[config.mk]
export PLATFORM = sky130hd
export DESIGN_NAME = serial_command_packet_parser_core
export DESIGN_NICKNAME = d
export VERILOG_FILES = /design/src/rtl/scpp_pkg.sv /design/src/rtl/scpp_fsm.sv /design/src/rtl/serial_command_packet_parser_core.sv
export SDC_FILE = /design/constraint.sdc
export NUM_CORES = 1
export LEC_CHECK = 0
export ABC_AREA = 1
export BUFFER_PORTS_ARGS = -buffer_cell sky130_fd_sc_hd__buf_2
export CAP_MARGIN = 20
export CELL_PAD_IN_SITES_DETAIL_PLACEMENT = 1
export CELL_PAD_IN_SITES_GLOBAL_PLACEMENT = 1
export CORE_ASPECT_RATIO = 0.9
export CORE_MARGIN = 2
export CORE_UTILIZATION = 39
export CTS_BUF_LIST = sky130_fd_sc_hd__clkbuf_4 sky130_fd_sc_hd__clkbuf_8
export DETAILED_ROUTE_END_ITERATION = 10
export GPL_TIMING_DRIVEN = 0
export PLACE_DENSITY = 0.86
export SYNTH_ARGS = -nofsm -noshare
export SYNTH_HDL_FRONTEND = slang
export SYNTH_HIERARCHICAL = 1
export SYNTH_SLANG_ARGS = --single-unit
[constraint.sdc]
create_clock -name clk -period 3.3 [get_ports clk]
set_input_delay 0.495 -clock clk [delete_from_list [all_inputs] [get_ports clk]]
set_output_delay 0.495 -clock clk [all_outputs]
set_load 0.05 [all_outputs]
[src/rtl/scpp_pkg.sv]
// Shared types and constants of the serial command packet parser.
package scpp_pkg;

    // Event codes carried on the result stream.
    localparam logic [2:0] EV_BAD        = 3'd0;
    localparam logic [2:0] EV_LOOP       = 3'd1;
    localparam logic [2:0] EV_ADC        = 3'd2;
    localparam logic [2:0] EV_LED_ON     = 3'd3;
    localparam logic [2:0] EV_LED_OFF    = 3'd4;
    localparam logic [2:0] EV_LED_TOGGLE = 3'd5;

    // Frame bytes.
    localparam logic [7:0] START_BYTE = 8'h01;
    localparam logic [7:0] PARAM_ON   = 8'h4C;  // 'L'
    localparam logic [7:0] PARAM_OFF  = 8'h44;  // 'D'
    localparam logic [7:0] PARAM_TGL  = 8'h54;  // 'T'

    // Register map: register index taken from paddr[3:2].
    localparam logic [1:0] REG_LED_CODE  = 2'd0;
    localparam logic [1:0] REG_LOOP_CODE = 2'd1;
    localparam logic [1:0] REG_ADC_CODE  = 2'd2;

    localparam logic [7:0] LED_CODE_RST  = 8'd16;
    localparam logic [7:0] LOOP_CODE_RST = 8'd17;
    localparam logic [7:0] ADC_CODE_RST  = 8'd18;

    // Command byte values that select each command.
    typedef struct packed {
        logic [7:0] led;
        logic [7:0] loopback;
        logic [7:0] adc;
    } cmd_codes_t;

    // Outcome of parsing one byte.
    typedef struct packed {
        logic       emit;
        logic [2:0] event_code;
    } parse_result_t;

endpackage

[src/rtl/scpp_fsm.sv]
// Frame parser state machine: checks one byte per cycle, while advance is high, against the frame format.
module scpp_fsm
(
    input  logic                    clk,
    input  logic                    rst_n,
    input  logic                    advance,
    input  logic [7:0]              rx_byte,
    input  scpp_pkg::cmd_codes_t    codes,
    output scpp_pkg::parse_result_t result
);

    typedef enum logic [2:0] {
        PH_START,
        PH_CMD,
        PH_LEN,
        PH_PARAM,
        PH_CHECK
    } phase_t;

    typedef enum logic [1:0] {
        KIND_NONE,
        KIND_LED,
        KIND_LOOP,
        KIND_ADC
    } kind_t;

    phase_t     phase_reg, phase_next;
    kind_t      kind_reg, kind_next;
    logic [2:0] pending_reg, pending_next;
    logic [7:0] sum_reg, sum_next;
    logic       emit;
    logic [2:0] event_code;

    always_comb
    begin
        phase_next   = phase_reg;
        kind_next    = kind_reg;
        pending_next = pending_reg;
        sum_next     = sum_reg + rx_byte;
        emit         = 1'b0;
        event_code   = scpp_pkg::EV_BAD;

        case (phase_reg)
            PH_CMD:
            begin
                phase_next = PH_LEN;
                if (rx_byte == codes.led)
                begin
                    kind_next = KIND_LED;
                end
                else if (rx_byte == codes.loopback)
                begin
                    kind_next    = KIND_LOOP;
                    pending_next = scpp_pkg::EV_LOOP;
                end
                else if (rx_byte == codes.adc)
                begin
                    kind_next    = KIND_ADC;
                    pending_next = scpp_pkg::EV_ADC;
                end
                else
                begin
                    emit = 1'b1;
                end
            end
            PH_LEN:
            begin
                if (rx_byte == 8'd1 && kind_reg == KIND_LED)
                begin
                    phase_next = PH_PARAM;
                end
                else if (rx_byte == 8'd0 && (kind_reg == KIND_LOOP || kind_reg == KIND_ADC))
                begin
                    phase_next = PH_CHECK;
                end
                else
                begin
                    emit = 1'b1;
                end
            end
            PH_PARAM:
            begin
                phase_next = PH_CHECK;
                if (rx_byte == scpp_pkg::PARAM_ON)
                begin
                    pending_next = scpp_pkg::EV_LED_ON;
                end
                else if (rx_byte == scpp_pkg::PARAM_OFF)
                begin
                    pending_next = scpp_pkg::EV_LED_OFF;
                end
                else if (rx_byte == scpp_pkg::PARAM_TGL)
                begin
                    pending_next = scpp_pkg::EV_LED_TOGGLE;
                end
                else
                begin
                    emit = 1'b1;
                end
            end
            PH_CHECK:
            begin
                // The checksum byte always closes the frame.
                emit = 1'b1;
                if (rx_byte == sum_reg)
                begin
                    event_code = pending_reg;
                end
            end
            default:
            begin
                if (rx_byte == scpp_pkg::START_BYTE)
                begin
                    phase_next   = PH_CMD;
                    kind_next    = KIND_NONE;
                    pending_next = scpp_pkg::EV_BAD;
                    sum_next     = rx_byte;
                end
                else
                begin
                    emit = 1'b1;
                end
            end
        endcase

        // Every emitted event returns the parser to its idle state.
        if (emit)
        begin
            phase_next   = PH_START;
            kind_next    = KIND_NONE;
            pending_next = scpp_pkg::EV_BAD;
            sum_next     = 8'd0;
        end
    end

    assign result.emit       = emit;
    assign result.event_code = event_code;

    always_ff @(posedge clk or negedge rst_n)
    begin
        if (!rst_n)
        begin
            phase_reg   <= PH_START;
            kind_reg    <= KIND_NONE;
            pending_reg <= scpp_pkg::EV_BAD;
            sum_reg     <= 8'd0;
        end
        else if (advance)
        begin
            phase_reg   <= phase_next;
            kind_reg    <= kind_next;
            pending_reg <= pending_next;
            sum_reg     <= sum_next;
        end
    end

endmodule

[src/rtl/serial_command_packet_parser_core.sv]
// Top level of the serial command packet parser: stream ports, register port and staging.
//
// The block takes received serial bytes on the s_* stream, one byte per beat,
// and parses frames of the form start (0x01), command, length, optional
// parameter byte, checksum. The checksum is the low byte of the sum of all
// earlier frame bytes. Every completed frame gives one beat on the m_* stream
// carrying its event code; any wrong byte gives a bad-packet event (code 0)
// and the parser waits for a new start byte. Bytes inside a good frame give
// no output beat.
// Throughput is one byte per clock cycle unless an event waits on a stalled
// receiver: a byte is captured in the input register, then checked against
// the parser state, which writes any event into the output register that
// drives m_tvalid.
// When the receiver stalls with an event waiting, a byte that would produce
// another event holds in the input register and s_tready falls; bytes that
// produce no event keep flowing through.
// The APB port holds the three command codes (LED at 0x0, loopback at 0x4,
// ADC at 0x8); change them only while no frame is in progress.
// Reset clears the parser to wait for a start byte, empties both stages and
// loads the command codes 16, 17 and 18.
module serial_command_packet_parser_core
(
    input  logic        clk,
    input  logic        rst_n,
    // Input stream.
    input  logic        s_tvalid,
    output logic        s_tready,
    input  logic [7:0]  s_tdata,   // [7:0] rx_byte
    // Result stream.
    output logic        m_tvalid,
    input  logic        m_tready,
    output logic [7:0]  m_tdata,   // [2:0] event_code, [7:3] zero
    // Register port.
    input  logic        psel,
    input  logic        penable,
    input  logic        pwrite,
    input  logic [3:0]  paddr,
    input  logic [31:0] pwdata,
    output logic [31:0] prdata,
    output logic        pready
);

    scpp_pkg::cmd_codes_t    codes_reg;
    scpp_pkg::parse_result_t result;

    logic       in_valid_reg;
    logic [7:0] in_byte_reg;
    logic       out_valid_reg;
    logic [2:0] out_event_reg;
    logic       out_free;
    logic       advance;
    logic       cfg_write;
    logic [1:0] reg_index;

    // Register port: zero wait states, writes on the access cycle.
    assign pready    = 1'b1;
    assign reg_index = paddr[3:2];
    assign cfg_write = psel && penable && pwrite && pready;

    always_ff @(posedge clk or negedge rst_n)
    begin
        if (!rst_n)
        begin
            codes_reg.led      <= scpp_pkg::LED_CODE_RST;
            codes_reg.loopback <= scpp_pkg::LOOP_CODE_RST;
            codes_reg.adc      <= scpp_pkg::ADC_CODE_RST;
        end
        else if (cfg_write)
        begin
            case (reg_index)
                scpp_pkg::REG_LED_CODE:  codes_reg.led      <= pwdata[7:0];
                scpp_pkg::REG_LOOP_CODE: codes_reg.loopback <= pwdata[7:0];
                scpp_pkg::REG_ADC_CODE:  codes_reg.adc      <= pwdata[7:0];
                default: ;
            endcase
        end
    end

    always_comb
    begin
        case (reg_index)
            scpp_pkg::REG_LED_CODE:  prdata = {24'd0, codes_reg.led};
            scpp_pkg::REG_LOOP_CODE: prdata = {24'd0, codes_reg.loopback};
            scpp_pkg::REG_ADC_CODE:  prdata = {24'd0, codes_reg.adc};
            default:                 prdata = 32'd0;
        endcase
    end

    // The staged byte is consumed when its event, if any, has room in the
    // output register. A byte without an event never waits on the receiver.
    assign out_free = !out_valid_reg || m_tready;
    assign advance  = in_valid_reg && (out_free || !result.emit);
    assign s_tready = !in_valid_reg || advance;

    always_ff @(posedge clk or negedge rst_n)
    begin
        if (!rst_n)
        begin
            in_valid_reg <= 1'b0;
        end
        else if (s_tready)
        begin
            in_valid_reg <= s_tvalid;
        end
    end

    always_ff @(posedge clk)
    begin
        if (s_tready && s_tvalid)
        begin
            in_byte_reg <= s_tdata;
        end
    end

    scpp_fsm u_fsm
    (
        .clk     (clk),
        .rst_n   (rst_n),
        .advance (advance),
        .rx_byte (in_byte_reg),
        .codes   (codes_reg),
        .result  (result)
    );

    // Output register: loads a new event or drains when the receiver takes it.
    always_ff @(posedge clk or negedge rst_n)
    begin
        if (!rst_n)
        begin
            out_valid_reg <= 1'b0;
        end
        else if (advance && result.emit)
        begin
            out_valid_reg <= 1'b1;
        end
        else if (m_tready)
        begin
            out_valid_reg <= 1'b0;
        end
    end

    always_ff @(posedge clk)
    begin
        if (advance && result.emit)
        begin
            out_event_reg <= result.event_code;
        end
    end

    assign m_tvalid = out_valid_reg;
    assign m_tdata  = {5'd0, out_event_reg};

    // A staged byte that is not consumed must still be there next cycle.
    a_hold_staged_byte: assert property (@(posedge clk) disable iff (!rst_n)
        in_valid_reg && !advance |=> in_valid_reg && $stable(in_byte_reg))
        else $error("staged byte lost while parser was stalled");

    // An accepted beat lands in the input register.
    a_capture_beat: assert property (@(posedge clk) disable iff (!rst_n)
        s_tvalid && s_tready |=> in_valid_reg && in_byte_reg == $past(s_tdata))
        else $error("accepted beat not captured");

    // An event is never written over one the receiver has not taken.
    a_no_overwrite: assert property (@(posedge clk) disable iff (!rst_n)
        out_valid_reg && !m_tready |-> !(advance && result.emit))
        else $error("pending event overwritten");

    // Only defined event codes leave the block.
    a_event_range: assert property (@(posedge clk) disable iff (!rst_n)
        m_tvalid |-> m_tdata[2:0] <= scpp_pkg::EV_LED_TOGGLE)
        else $error("undefined event code on output");

endmodule

## After elaboration in Yosys (flattened, before gate mapping)

Index checks and enable logic that the tools add are counted.

- Bits in registers: 53
- Word-level logic and storage cells: 103

- Add/sub/neg operators: 1
- Equal/unequal tests: 25
- Muxes and demuxes: 36
- Reductions and logical operators: 30

Operator list:

| operator | number |
|---|---|
| two-way mux 3 bit | 12 |
| == test 8 bit | 4 |
| == test 8 x 7 -> 1 bit (second input constant) | 3 |
| two-way mux 8 bit | 3 |
| one-hot mux 8 bit (3 select lines) | 1 |
| one-hot mux 3 bit (4 select lines) | 1 |
| two-way mux 1 bit | 11 |
| two-way mux 2 bit | 5 |
| != test 5 x 1 -> 1 bit (second input constant) | 2 |
| one-hot mux 3 bit (3 select lines) | 1 |
| adder 8 bit | 1 |
| == test 8 x 1 -> 1 bit (second input constant) | 1 |
| zero test 8 bit | 1 |
| != test 4 x 1 -> 1 bit (second input constant) | 2 |
| AND reduction 2 bit | 4 |
| AND reduction 4 bit | 2 |
| logical AND 1 bit | 7 |
| == test 2 bit (second input constant) | 3 |
| == test 3 x 2 -> 1 bit (second input constant) | 2 |
| != test 2 x 1 -> 1 bit (second input constant) | 3 |
| AND reduction 6 bit | 1 |
| nonzero test 5 bit | 1 |
| == test 2 x 1 -> 1 bit (second input constant) | 2 |
| logical OR 1 bit | 4 |
| 13 further kinds | 15 |

## Depth between registers and ports, before layout

- Word-level depth: 11
- Depth in mapped cells: 20
- Depth with buffers taken out: 18

## By module

Netlist, hierarchy kept.

By module, submodules not included:

| module | times used | cells each | area each (um2) | sequential area each (um2) |
|---|---|---|---|---|
| scpp_fsm | 1 | 279 | 1786.7 | 400.4 |
| serial_command_packet_parser_core | 1 | 203 | 1781.7 | 987.2 |

## Worst setup path before layout

OpenSTA, ideal clock, no wires.

- Path type: reg2reg
- Start: reg in_byte_reg[4]
- End: reg in_byte_reg[0] (enable)
- Library setup time: 0.324 ns
- Data arrival time: 2.321 ns
- Data required time: 2.976 ns
- Path slack: 0.655 ns
- Cell stages (with the launch flop): 15
- Cell sequence: edfxtp_1 > nor2_4 > nand3_2 > nor2_1 > nor2_2 > nand2_1 > nand2_1 > nor2_4 > nand2_4 > nand2_4 > inv_1 > buf_4 > nand4_1 > nand2_1 > inv_1

- Word-level cells in the longest chain between the ends: 10
- Elaborated cells between the ends (all ways): 25
- Classes of those cells: eq/ne: 7; mux: 10; reduce/logical: 8

Ends and longest elaborated chain:

| element | line | RTL |
|---|---|---|
| from (decl) | serial_command_packet_parser_core.sv:47 | `logic [7:0] in_byte_reg;` |
| from (signal assigned) | serial_command_packet_parser_core.sv:111 | `in_byte_reg <= s_tdata;` |
| == test 8 x 7 -> 1 bit (tied with other cells) | scpp_fsm.sv:92 | `else if (rx_byte == scpp_pkg::PARAM_TGL)` |
| two-way mux 1 bit (tied with other cells) | scpp_fsm.sv:92 |  |
| two-way mux 1 bit, on equally long branches | scpp_fsm.sv:88, scpp_fsm.sv:72, scpp_fsm.sv:51 |  |
| two-way mux 1 bit, on equally long branches | scpp_fsm.sv:84, scpp_fsm.sv:68, scpp_fsm.sv:47 |  |
| one-hot mux 1 bit (4 select lines) (*) | scpp_fsm.sv:43 | `case (phase_reg)` |
| named net u_fsm.emit | scpp_fsm.sv:31 | `logic emit;` |
| zero test 1 bit (*) | serial_command_packet_parser_core.sv:92 | `assign advance = in_valid_reg && (out_free \|\| !result.emit);` |
| logical OR 1 bit (*) | serial_command_packet_parser_core.sv:92 |  |
| logical AND 1 bit (*) | serial_command_packet_parser_core.sv:92 |  |
| logical OR 1 bit (*) | serial_command_packet_parser_core.sv:93 | `assign s_tready = !in_valid_reg \|\| advance;` |
| named net s_tready | serial_command_packet_parser_core.sv:27 | `output logic s_tready,` |
| logical AND 1 bit (*) | serial_command_packet_parser_core.sv:109 | `if (s_tready && s_tvalid)` |

The timed path passes the listed nets; every way through them passes the cells marked *.
A chain may end at the register's enable or synchronous reset.

## Worst setup path in the final report

- Start: reg in_byte_reg[3]
- End: out s_tready

- Word-level cells in the longest chain between the ends: 9
- Elaborated cells between the ends (all ways): 24
- Classes of those cells: eq/ne: 7; mux: 10; reduce/logical: 7

Ends and longest elaborated chain:

| element | line |
|---|---|
| == test 8 x 7 -> 1 bit (tied with other cells) | scpp_fsm.sv:92 |
| two-way mux 1 bit (tied with other cells) | scpp_fsm.sv:92 |
| two-way mux 1 bit, on equally long branches | scpp_fsm.sv:88, scpp_fsm.sv:72, scpp_fsm.sv:51 |
| two-way mux 1 bit, on equally long branches | scpp_fsm.sv:84, scpp_fsm.sv:68, scpp_fsm.sv:47 |
| one-hot mux 1 bit (4 select lines) (*) | scpp_fsm.sv:43 |
| named net u_fsm.emit | scpp_fsm.sv:31 |
| zero test 1 bit (*) | serial_command_packet_parser_core.sv:92 |
| logical OR 1 bit (*) | serial_command_packet_parser_core.sv:92 |
| logical AND 1 bit (*) | serial_command_packet_parser_core.sv:92 |
| logical OR 1 bit (*) | serial_command_packet_parser_core.sv:93 |
| to (decl) | serial_command_packet_parser_core.sv:27 |

Marks and branches as above.

==> flow_metrics.env <==
export IMPL_final_setup_tns_ns=0
export IMPL_fin_crit_sh_pct=93.2
export IMPL_yosys_most_used_dff="dfrtp_1"
export IMPL_postLayoutCellArea_um2=4170
export IMPL_clock_skew_ns=0.0117
export IMPL_cts_buffer_depth=2
export IMPL_synth_largest_area_cell="dfrtp_1"
export IMPL_gp_congestion=0.923
export IMPL_syn_to_final_growth_pct=16.7
export IMPL_fill_cells=1211
export IMPL_die_height_um=94.7
export IMPL_yosys_area_top_type_share_pct=25.9
export IMPL_synthArstFlopShare_pct=79.2
export IMPL_diodes=0
export IMPL_drtIter0Drc=139
export IMPL_hold_viol_final=0
export IMPL_critPathCaptureType="output port"
export IMPL_setup_worst_path_start_class="register"
export IMPL_setup_violations=0
export IMPL_grt_pass1_vias=3330
export IMPL_ys_seq_area_share_pct=38.9
export IMPL_hold_ws_ns=0.0597
export IMPL_cts_tree="built"
export IMPL_clock_fmax_ghz=0.325
export IMPL_cp_startpoint="in_byte_reg[3]$_DFFE_PP_"
export IMPL_grt_pass1_wl_mm=15.7
export IMPL_routedWlPerCell_um=14.1
export IMPL_crit_arrival_ns=2.58
export IMPL_status="completed"
export IMPL_firstDrtPassIters=7
export IMPL_yosys_warnings=6
export IMPL_io_buffers=37
export IMPL_cts_hold_buf=0
export IMPL_synth_most_common_cell="nand2_1"
export IMPL_p_leak_nw=2.20
export IMPL_reg2reg_to="u_fsm/sum_reg[7]$_DFFE_PN0P_"
export IMPL_crit_end="s_tready"
export IMPL_p_per_area_nw_per_um2=592
export IMPL_maxCapViolCount=0
export IMPL_largest_reg_flops=24
export IMPL_core_area_um2=9000
export IMPL_fin_nets=614
export IMPL_ant_nets=0
export IMPL_initial_utilization_pct=39.6
export IMPL_htree_num_levels=2
export IMPL_antenna_found_initial=0
export IMPL_post_route_min_period_ns=3.08
export IMPL_path_max_fanout=9
export IMPL_cts_sinks=53
export IMPL_worstPathRequired_ns=2.80
export IMPL_syn_area_um2=3570
export IMPL_dieArea_um2=9930
export IMPL_pin_count=94
export IMPL_reg2reg_from="in_byte_reg[3]$_DFFE_PP_"
export IMPL_synth_edf_count=11
export IMPL_cts_clk_slew_worst_paths_ns=0.10
export IMPL_post_dp_cell_area_um2=4010
export IMPL_insertion_delay_ns=0.32
export IMPL_dp_hpwl_mm=7.41
export IMPL_r2r_slack_ns=0.25
export IMPL_dr_total_vias=3271
export IMPL_grt_start_max_net_pins=43
export IMPL_relSlewSlack_pct=65.4
export IMPL_die_w_um=105
export IMPL_drive_gt1_share_pct=25.4
export IMPL_crit_type="reg2out"
export IMPL_ys_types=41
export IMPL_post_cts_resized=0
export IMPL_reg2regPathDepth=18
export IMPL_rsz0062_at_grt="false"
export IMPL_hold_class="in2async"
export IMPL_slew_viol_final=0
export IMPL_ir_drop_v=0.000252
export IMPL_remaining_drc_errors=0
export IMPL_drt_vias_per_instance=4.82
export IMPL_post_cts_setup_buffer_count=0
export IMPL_worst_pin_slew_ns=0.519
export IMPL_yosys_top_cells_area="dfrtp_1 (26%), nand2_1 (21%), edfxtp_1 (9.3%), buf_4 (6.5%), dfstp_2 (3.7%)"
export IMPL_track_usage_pct=20.1
export IMPL_syn_inst=482
export IMPL_grt_ovfl_total=0
export IMPL_numCtsBuffers=5
export IMPL_wl_mm=9.53
export IMPL_yosys_top_cells_count="nand2_1 (200), dfrtp_1 (37), inv_1 (32)"
export IMPL_clockRootBuffer="clkbuf_8"
export IMPL_row_count=33
export IMPL_synth_seq_cells=53
export IMPL_syn_avg_cell_area_um2=7.40
layout by cell type (no fill, tap or decap), types with 4 or more instances in the layout:
cell and n:
nand2_1 200, buf_2 39, dfrtp_1 37, inv_1 32, buf_4 31, conb_1 30
nand3_1 25, nor2_1 22, inv_2 16, nand4_1 13, edfxtp_1 11, nor2_2 9
xnor2_1 9, nand2_2 8, a21oi_1 8, nor2_4 7, ha_1 7, o21ai_2 6
clkbuf_8 5, dfstp_2 5, nand2_4 4
critical path, stage by stage, from the launching register on:
cell,delay (ns)
edfxtp_1,0.41
buf_2,0.25
inv_2,0.08
nand2_1,0.08
nand4_1,0.11
nor2_1,0.24
nand2_1,0.14
nand3_4,0.13
nand2_4,0.09
nand2_4,0.13
inv_1,0.05
buf_4,0.13
nand4_1,0.13
buf_2,0.28
layer usage:
metal / up-vias / global-route usage [%] / part of all wire (%)
li1: 1604 / - / -
met1: 1599 / 25.0 / 45
met2: 57 / 36.6 / 51
met3: 11 / 2.69 / 2.8
met4: 0 / 6.11 / 1.3
met5: - / 0 / 0
cells by family (layout without fill, tap and decap cells):
family / after synthesis / after routing / synth area share (%)
DFF: 53 / 53 / 38.9
and+or+nand+nor: 301 / 301 / 38.6
buffers and inverters: 83 / 129 / 12.1
other: 2 / 30 / 0.210
adders and majority gates: 8 / 8 / 3.02
xor gates and xnor gates: 12 / 12 / 2.95
AOI/OAI and AO/OA: 23 / 23 / 4.28
where the power goes:
group	internal [W]	switching, W
Combinational	0.000301	0.000701
Clock	0.000302	0.000229
Sequential	0.000806	0.000125
Total	0.00141	0.00106
area by class of cell:
type | instances | area [um^2] | area share, %
buffer | 34 | 246 | 5.92
clock buffer | 5 | 68.8 | 1.65
tap | 122 | 153 | 3.66
inverter | 49 | 184 | 4.42
sequential | 53 | 1390 | 33.3
multi-input combinational | 374 | 1860 | 44.5
timing repair buffer | 38 | 205 | 4.93
clock inverter | 3 | 65.1 | 1.56
metrics by stage:
step | setup WS [ns] | power (W) | instances | utilization [%]
2_1_floorplan | 0.655 | 0.00170 | 510 | -
3_3_place_gp | 0.412 | 0.00189 | 669 | 44.6
3_5_place_dp | 0.339 | 0.00194 | 669 | 44.6
4_1_cts | 0.250 | 0.00248 | 677 | 46.1
5_1_grt | 0.0731 | 0.00263 | 678 | 46.3
6_report | 0.224 | 0.00246 | 678 | 46.3
worst min-delay path by stage:
stage | endpoint | slack [ns] | cells past startpoint
6_report | m_tvalid$_DFFE_PN0P_ | 0.06 | 1
3_5_place_dp | u_fsm/pending_reg[1]$_DFFE_PN0P_ | 0.47 | 2
5_1_grt | u_fsm/pending_reg[2]$_DFFE_PN0P_ | 0.05 | 1
3_3_place_gp | u_fsm/kind_reg[0]$_DFFE_PN0P_ | 0.46 | 2
4_1_cts | in_byte_reg[7]$_DFFE_PP_ | 0.34 | 1
2_1_floorplan | codes_reg[0]$_DFFE_PN0P_ | 0.20 | 0
Power figures use the tool's default switching activity.
